<file path="config.mk">
export PLATFORM = sky130hd
export DESIGN_NAME = hsv_to_rgb_8bit_converter_top
export DESIGN_NICKNAME = d
export VERILOG_FILES = /design/src/sv/hsvrgb_pkg.sv /design/src/sv/hsvrgb_sector.sv /design/src/sv/hsv_to_rgb_8bit_converter_top.sv
export SDC_FILE = /design/constraint.sdc
export NUM_CORES = 1
export LEC_CHECK = 0
export BUFFER_PORTS_ARGS = -buffer_cell sky130_fd_sc_hd__buf_2
export CORE_MARGIN = 4
export CORE_UTILIZATION = 65
export DETAILED_ROUTE_END_ITERATION = 10
export PLACE_DENSITY = 0.82
export RECOVER_POWER = 50
export SLEW_MARGIN = 20
export SYNTH_ARGS = -nofsm -noshare
export SYNTH_HDL_FRONTEND = slang
export SYNTH_SLANG_ARGS = --single-unit
</file>
<file path="constraint.sdc">
create_clock -name clk -period 7.55 [get_ports clk]
set_clock_uncertainty 0.15 [all_clocks]
set_input_delay 0.3775 -clock clk [delete_from_list [all_inputs] [get_ports clk]]
set_output_delay 0.3775 -clock clk [all_outputs]
set_load 0.1 [all_outputs]
</file>
<file path="src/sv/hsvrgb_pkg.sv">
// shared types and constants for the hsv to rgb converter
`timescale 1ns / 1ps

package hsvrgb_pkg;

  typedef struct packed {
    logic [7:0] hue;
    logic [7:0] saturation;
    logic [7:0] brightness;
  } hsv_t;

  typedef struct packed {
    logic [7:0] red_out;
    logic [7:0] green_out;
    logic [7:0] blue_out;
  } rgb_t;

  // sector and in-sector fraction from the hue decode
  typedef struct packed {
    logic [2:0] sector;
    logic [7:0] frac;
  } sect_t;

  localparam logic [7:0] HSV_FULL  = 8'd255;
  localparam int unsigned HSV_THIRD = 85;

  localparam logic [2:0] SECTOR_0 = 3'd0;
  localparam logic [2:0] SECTOR_1 = 3'd1;
  localparam logic [2:0] SECTOR_2 = 3'd2;
  localparam logic [2:0] SECTOR_3 = 3'd3;
  localparam logic [2:0] SECTOR_4 = 3'd4;
  localparam logic [2:0] SECTOR_5 = 3'd5;

endpackage

</file>
<file path="src/sv/hsvrgb_sector.sv">
// hue decode: sector by threshold compare, fraction from the remainder
`timescale 1ns / 1ps

module hsvrgb_sector (
  input  logic [7:0]         hue,
  output hsvrgb_pkg::sect_t  sect
);
  import hsvrgb_pkg::*;

  // sector = floor(2*hue / 85), thresholds on the doubled hue
  localparam logic [8:0] THR1 = 9'(1 * HSV_THIRD);
  localparam logic [8:0] THR2 = 9'(2 * HSV_THIRD);
  localparam logic [8:0] THR3 = 9'(3 * HSV_THIRD);
  localparam logic [8:0] THR4 = 9'(4 * HSV_THIRD);
  localparam logic [8:0] THR5 = 9'(5 * HSV_THIRD);
  localparam logic [8:0] THR6 = 9'(6 * HSV_THIRD);

  logic [8:0] h2;
  logic [8:0] base;
  logic [8:0] rem9;
  logic [6:0] rem;
  logic [2:0] sec;

  always_comb begin
    h2 = {hue, 1'b0};
    // top of the circle folds back onto the first sector
    priority if (h2 >= THR6) begin
      sec  = SECTOR_0;
      base = THR6;
    end else if (h2 >= THR5) begin
      sec  = SECTOR_5;
      base = THR5;
    end else if (h2 >= THR4) begin
      sec  = SECTOR_4;
      base = THR4;
    end else if (h2 >= THR3) begin
      sec  = SECTOR_3;
      base = THR3;
    end else if (h2 >= THR2) begin
      sec  = SECTOR_2;
      base = THR2;
    end else if (h2 >= THR1) begin
      sec  = SECTOR_1;
      base = THR1;
    end else begin
      sec  = SECTOR_0;
      base = 9'd0;
    end
    rem9 = h2 - base;
    // remainder stays below 85
    rem  = rem9[6:0];
    sect.sector = sec;
    sect.frac   = {rem, 1'b0} + {1'b0, rem};
  end

endmodule

</file>
<file path="src/sv/hsv_to_rgb_8bit_converter_top.sv">
// hsv to rgb converter top level: three-stage pipeline with valid/ready
`timescale 1ns / 1ps

//  channel | dir | handshake             | payload
//  --------+-----+-----------------------+--------------------------------------
//  hsv     | in  | hsv_valid / hsv_ready | hue, saturation, brightness (8b each)
//  rgb     | out | rgb_valid / rgb_ready | red_out, green_out, blue_out (8b each)
//
//  one item enters per cycle while hsv_ready is high; an accepted item passes
//  through three register stages in order before it shows on rgb: decode,
//  first multiply rank, second
//  multiply rank with the sector select into the output register
//  each stage holds its item while the next one is full and not moving, and
//  takes a new item whenever it is empty or moving, so bubbles close up
//  synchronous reset empties every stage; payload registers are not reset

module hsv_to_rgb_8bit_converter_top (
  input  logic               clk,
  input  logic               rst,
  input  logic               hsv_valid,
  output logic               hsv_ready,
  input  hsvrgb_pkg::hsv_t   hsv,
  output logic               rgb_valid,
  input  logic               rgb_ready,
  output hsvrgb_pkg::rgb_t   rgb
);
  import hsvrgb_pkg::*;

  // stage 1: sector decode
  sect_t       sect_dec;
  logic        s1_valid;
  logic [2:0]  s1_sector;
  logic [7:0]  s1_frac;
  logic [7:0]  s1_sat;
  logic [7:0]  s1_bri;
  logic        s1_gray;

  // stage 2: p level and the two saturation-scaled fractions
  logic        s2_valid;
  logic [2:0]  s2_sector;
  logic [7:0]  s2_bri;
  logic        s2_gray;
  logic [7:0]  s2_p;
  logic [7:0]  s2_sf;
  logic [7:0]  s2_sfn;

  // stage 3 is the output register
  rgb_t        rgb_next;

  logic        s1_ready;
  logic        s2_ready;
  logic        s3_ready;

  logic [15:0] p_prod;
  logic [15:0] sf_prod;
  logic [15:0] sfn_prod;
  logic [15:0] q_prod;
  logic [15:0] t_prod;
  logic [7:0]  q_lvl;
  logic [7:0]  t_lvl;

  // a stage can take an item when it is empty or its item moves on
  assign s3_ready  = !rgb_valid || rgb_ready;
  assign s2_ready  = !s2_valid  || s3_ready;
  assign s1_ready  = !s1_valid  || s2_ready;
  assign hsv_ready = s1_ready;

  hsvrgb_sector u_sector (
    .hue  (hsv.hue),
    .sect (sect_dec)
  );

  // stage 1 registers
  always_ff @(posedge clk) begin
    if (rst) begin
      s1_valid <= 1'b0;
    end else if (s1_ready) begin
      s1_valid <= hsv_valid;
    end
  end

  always_ff @(posedge clk) begin
    if (s1_ready && hsv_valid) begin
      s1_sector <= sect_dec.sector;
      s1_frac   <= sect_dec.frac;
      s1_sat    <= hsv.saturation;
      s1_bri    <= hsv.brightness;
      s1_gray   <= (hsv.saturation == 8'd0);
    end
  end

  // first multiply rank: v*(255-s), s*frac, s*(255-frac)
  assign p_prod   = {8'd0, s1_bri} * {8'd0, HSV_FULL - s1_sat};
  assign sf_prod  = {8'd0, s1_sat} * {8'd0, s1_frac};
  assign sfn_prod = {8'd0, s1_sat} * {8'd0, HSV_FULL - s1_frac};

  always_ff @(posedge clk) begin
    if (rst) begin
      s2_valid <= 1'b0;
    end else if (s2_ready) begin
      s2_valid <= s1_valid;
    end
  end

  always_ff @(posedge clk) begin
    if (s2_ready && s1_valid) begin
      s2_sector <= s1_sector;
      s2_bri    <= s1_bri;
      s2_gray   <= s1_gray;
      s2_p      <= p_prod[15:8];
      s2_sf     <= sf_prod[15:8];
      s2_sfn    <= sfn_prod[15:8];
    end
  end

  // second multiply rank: q falls across the sector, t rises
  assign q_prod = {8'd0, s2_bri} * {8'd0, HSV_FULL - s2_sf};
  assign t_prod = {8'd0, s2_bri} * {8'd0, HSV_FULL - s2_sfn};
  assign q_lvl  = q_prod[15:8];
  assign t_lvl  = t_prod[15:8];

  // route v, p, q, t by sector; zero saturation gives gray at v
  always_comb begin
    if (s2_gray) begin
      rgb_next = '{red_out: s2_bri, green_out: s2_bri, blue_out: s2_bri};
    end else begin
      unique case (s2_sector)
        SECTOR_1: rgb_next = '{red_out: q_lvl,  green_out: s2_bri, blue_out: s2_p};
        SECTOR_2: rgb_next = '{red_out: s2_p,   green_out: s2_bri, blue_out: t_lvl};
        SECTOR_3: rgb_next = '{red_out: s2_p,   green_out: q_lvl,  blue_out: s2_bri};
        SECTOR_4: rgb_next = '{red_out: t_lvl,  green_out: s2_p,   blue_out: s2_bri};
        SECTOR_5: rgb_next = '{red_out: s2_bri, green_out: s2_p,   blue_out: q_lvl};
        default:  rgb_next = '{red_out: s2_bri, green_out: t_lvl,  blue_out: s2_p};
      endcase
    end
  end

  // output register
  always_ff @(posedge clk) begin
    if (rst) begin
      rgb_valid <= 1'b0;
    end else if (s3_ready) begin
      rgb_valid <= s2_valid;
    end
  end

  always_ff @(posedge clk) begin
    if (s3_ready && s2_valid) begin
      rgb <= rgb_next;
    end
  end

endmodule

</file>
Yosys cells after proc, flatten, opt, wreduce, memory -nomap -nowiden:

Index checks and enable logic that the tools add are counted.
Widths: inputs -> output; s select.

* multipliers: 5
* add/sub/neg operators: 6
* multiplexer cells: 13
* equal/unequal tests: 5
* reductions and logical operators: 11
* magnitude comparators: 6

Operator list (count)
* $pmux 24 s5: 1
* $mul 8x8->16: 5
* $mux 7: 6
* $sub 8x8->8 const A: 4
* $ge 9x9->1 const B: 3
* $mux 24: 1
* $ge 9x8->1 const B: 2
* $mux 3: 4
* $ge 9x7->1 const B: 1
* $add 8x7->8: 1
* $logic_not 8->1: 1
* $sub 7x7->7: 1
* $eq 3x2->1 const B: 2
* $eq 3x3->1 const B: 2
* $eq 3x1->1 const B: 1
* $logic_and 1x1->1: 3
* $logic_not 1->1: 3
* $logic_or 1x1->1: 3
* $reduce_or 3->1: 1
* $mux 1: 1

* word-level logic and storage cells: 64
* input bits: 28
* output and inout bits: 26
* flip-flop bits (word level): 91

Depth between registers and ports, before layout:

* depth in word-level cells: 9
* depth in mapped cells: 19
* gate-level depth less buffers: 17

Hierarchy:

From an unflattened synthesis, not the netlist that was laid out.

* cell total of the unflattened synthesis: 1448
* area total of the unflattened synthesis: 13994.7 µm²

By module, submodules not included
* hsv_to_rgb_8bit_converter_top: instances 1, area each 13389.1 µm², cells each 1368, seq. area each 2702.6 µm²
* hsvrgb_sector: instances 1, area each 605.6 µm², cells each 80, seq. area each 0.0 µm²

Least setup slack after synthesis:

No wires, ideal clock.

* path kind: register to register
* start: register s2_bri[3]
* end: register rgb[6] in the netlist's numbering (data pin)
* path buffers: 2
* clock period less this slack: 5224 ps
* library setup time: 261 ps
* required time: 7139 ps
* setup slack: 2326 ps
* stages on the path, launching flop included: 19
* arrival time: 4814 ps
* cells stage by stage: edfxtp_1 clkbuf_1 clkbuf_1 nor2b_1 fa_1 fa_1 inv_1 fa_1 inv_1 fa_1 ha_1 a2111o_1 a41oi_4 o31ai_4 a211oi_4 o21bai_4 xnor2_2 nor2_1 a221o_1

RTL lines
* start: declaration: RTL line hsv_to_rgb_8bit_converter_top.sv:41 `logic [7:0] s2_bri;`
* start signal: assignment: RTL line hsv_to_rgb_8bit_converter_top.sv:108 `s2_bri <= s1_bri;`
* end signal: assignment: RTL line hsv_to_rgb_8bit_converter_top.sv:149 `rgb <= rgb_next;`
* end: declaration: RTL line hsv_to_rgb_8bit_converter_top.sv:25 `output hsvrgb_pkg::rgb_t rgb`

==> metrics.md <==
| Metric | Value |
|---|---|
| Outcome | `finished with violations` |
| Failing checks | `capacitance limit, slew limit` |
| Dpl hpwl | `between 20 and 25 mm` |
| CTS sink count | `between 90 and 100` |
| Die height | `about 160 um` |
| Clock Latency Late Sink | `about 0.36 ns` |
| Layout net count | `roughly 1900` |
| CP bufs+invs | `2` |
| Final Setup Violations | `0` |
| Synth top cells by count | `inv_1 (228), fa_1 (177), ha_1 (176)` |
| Arr. time, crit path | `around 5.6 ns` |
| Yosys cell types | `between 80 and 90` |
| FP Rows | `53` |
| R2R cell count | `16` |
| Fin. max-slew vios | `15` |
| Clock root cell | `clkbuf_16` |
| Worst reg2reg endpoint | `rgb[6]` |
| Growth of design area from synthesis to finish | `5.153%` |
| TritonCTS clock tree | `built` |
| Kind of critical path | `register to register` |
| Reg-to-reg startpoint | `s2_bri[3]` |
| Worst Hold Class | `primary input to register` |
| Top cell type's share of synthesized area | `25.03%` |
| Top-count cell post-synth | `inv_1` |
| Post-synth EDFFs | `just under 90` |
| Drt drc | `0` |
| Cell chain of the critical path | `nor2b_1, fa_1, fa_1, inv_1, fa_1, inv_1, fa_1, ha_1, o21a_1, o21ai_0, o31ai_4, a211oi_4, o21bai_4, xnor2_2, nor2_1, a221o_1` |
| Worst hold stages | `1` |
| Largest cells by area after synthesis | `fa_1 (25%), edfxtp_1 (19%), ha_1 (16%)` |
| Largest net degree at the start of global routing | `between 40 and 50` |
| Worst Hold Launch | `hsv[6]` |
| Total GRT Usage | `26.88%` |
| Worst slew pin tran | `~1.9 ns` |
| PortBufs | `between 50 and 60` |
| CP endpoint kind | `register` |
| Clock buffer count from CTS | `9` |
| Required @ worst endpoint | `between 7 and 8 ns` |
| Cts hold-fix bufs | `0` |
| Core footprint | `about 21000 sq um` |
| RSZ-0062 raised after global routing | `no` |
| Routed Antenna Nets | `0` |
| Yosys warning count | `0` |
| Routed vias | `10500` |
| Mapped Area | `approximately 14000 sq um` |
| Vias in the first global route | `between 10000 and 15000` |
| WL per Instance | `between 15 and 20 um` |
| H-tree depth | `3` |
| Max stage delay on crit path | `between 0.7 and 0.8 ns` |
| Min Tclk post-route | `5.686 ns` |
| Fin Setup TNS | `0 ns` |
| Endpoints failing hold | `0` |
| Ys flop type | `edfxtp_1` |
| GRT overflow | `0` |
| Vias per cell | `slightly below 6` |
| # Post-CTS Setup Buffers | `0` |
| Cts repair resizes | `0` |
| Die W | `around 160 um` |
| CP top delay family | `adder cells` |
| FF+latch count, synth | `91` |
| Largest area contributor in the netlist | `fa_1` |
| Hold EP | `s1_bri[6]` |
| Fill cells | `between 1500 and 2000` |
| Register area share after synthesis | `19.09%` |
| Antenna cells | `0` |
| Ratio of final minimum period to clock period | `~75%` |
| Async SR Flop Fraction | `0%` |
| DRT iter0 DRCs | `900` |
| Die ar. | `between 20000 and 25000 sq um` |
| Max Buffers Root-to-Sink | `2` |
| Fmax | `175.9 MHz` |
| Detailed Route WL | `31.12 mm` |
| Initial antenna violation count | `0` |
| Avg Cell Area, Syn | `9.611 sq um` |
| First-pass GRT wire length | `roughly 53 mm` |
| Largest fanout on the critical path | `23` |
| Syn Nets | `between 1500 and 2000` |
| Share of layout cells above drive strength 1 | `between 4 and 5%` |
| Clk slew on worst S/H paths | `0.07 ns` |
| MaxCap Viol Count | `1` |
| Crit path max-delay cell type | `edfxtp_1` |
| GP Congestion | `between 0.9 and 1` |
| Cell repeated most along the worst path | `fa_1` |
| Reg2reg setup slack | `1.86 ns` |
| Cells after Synth | `about 1500` |
| Max_slew headroom | `-29.63%` |
| 1st-pass router iterations | `8` |
| Critical Path Source Type | `register` |
| Setup Slack @ Placement | `~1.9 ns` |
| Setup WS post-layout | `1.864 ns` |
| Starting Density | `roughly 67%` |
| IO Pins | `54` |
[flip-flops by register name, summed over array words and instances (netlist names)]
name / cells
rgb: 24
s1_bri: 8
s1_frac: 8
s1_sat: 8
s2_bri: 8
s2_p: 8
s2_sf: 8
s2_sfn: 8
s1_sector: 3
s2_sector: 3
rgb_valid: 1
s1_gray: 1
s1_valid: 1
s2_gray: 1
s2_valid: 1
[layout make-up]
type	count	area [sq um]	share of cell area, %
inverters	229	859.6	5.774
well taps	275	344.1	2.311
multi-input cells	1094	10370	69.67
flip-flops and latches	91	2703	18.15
repair buffers	62	286.5	1.925
clock inverters	7	97.59	0.6556
clock buffers	9	225.2	1.513
[layout by cell type (no fill, tap or decap), drive strengths merged, types with 35 or more instances in the layout]
cell / synthesis / routed
clkbuf: 47 / 42
nor2b: 162 / 162
edfxtp: 88 / 88
nand2: 66 / 66
fa: 177 / 177
inv: 228 / 230
ha: 176 / 176
nor2: 74 / 74
nand2b: 88 / 88
a21oi: 50 / 50
and2: 35 / 35
[how the worst max path moves through the flow]
stage	from	end	slack, ns	cells after the start
3_5_place_dp	s2_bri[3]	rgb[6]	1.95	16
6_report	s2_bri[3]	rgb[6]	1.86	16
5_1_grt	s2_bri[3]	rgb[1]	1.57	16
2_1_floorplan	s2_bri[3]	rgb[6]	2.33	18
4_1_cts	s2_bri[3]	rgb[6]	1.92	16
3_3_place_gp	s2_bri[3]	rgb[6]	2.10	16
[routing by layer]
layer  wire length, um  share of wire, %  track usage [%]
met5                 0                 0                0
met4               520               1.7            5.794
met3              2364               7.6            4.355
met2             15400                49            46.35
met1             12840                41            36.26
[kinds of logic after synthesis]
kind of cell / count (synthesis) / share of synthesized area (%)
XOR/XNOR: 49 / 3.137
buffers and inverters: 288 / 7.777
AND/OR/NAND/NOR: 498 / 19.41
adder cells (fa/ha/maj): 353 / 40.58
multiplexers: 7 / 0.5126
flip-flops: 91 / 19.09
AO/OA/AOI/OAI: 187 / 9.492
[through the flow]
stage                     cells  util (%)  hold WS, ns  cell area (sq um)
after floorplan            1473         -       0.2503              14160
after global placement     1750     68.87       0.2593              14610
after detailed placement   1750     68.87       0.2554              14610
after CTS                  1766     70.39      0.03511              14940
after global routing       1767     70.15      0.03221              14890
final                      1767     70.15      0.04394              14890
Power is left out: the tool's default activity adds up to more than one toggle a clock period on the data nets, which glitch-free logic cannot reach.
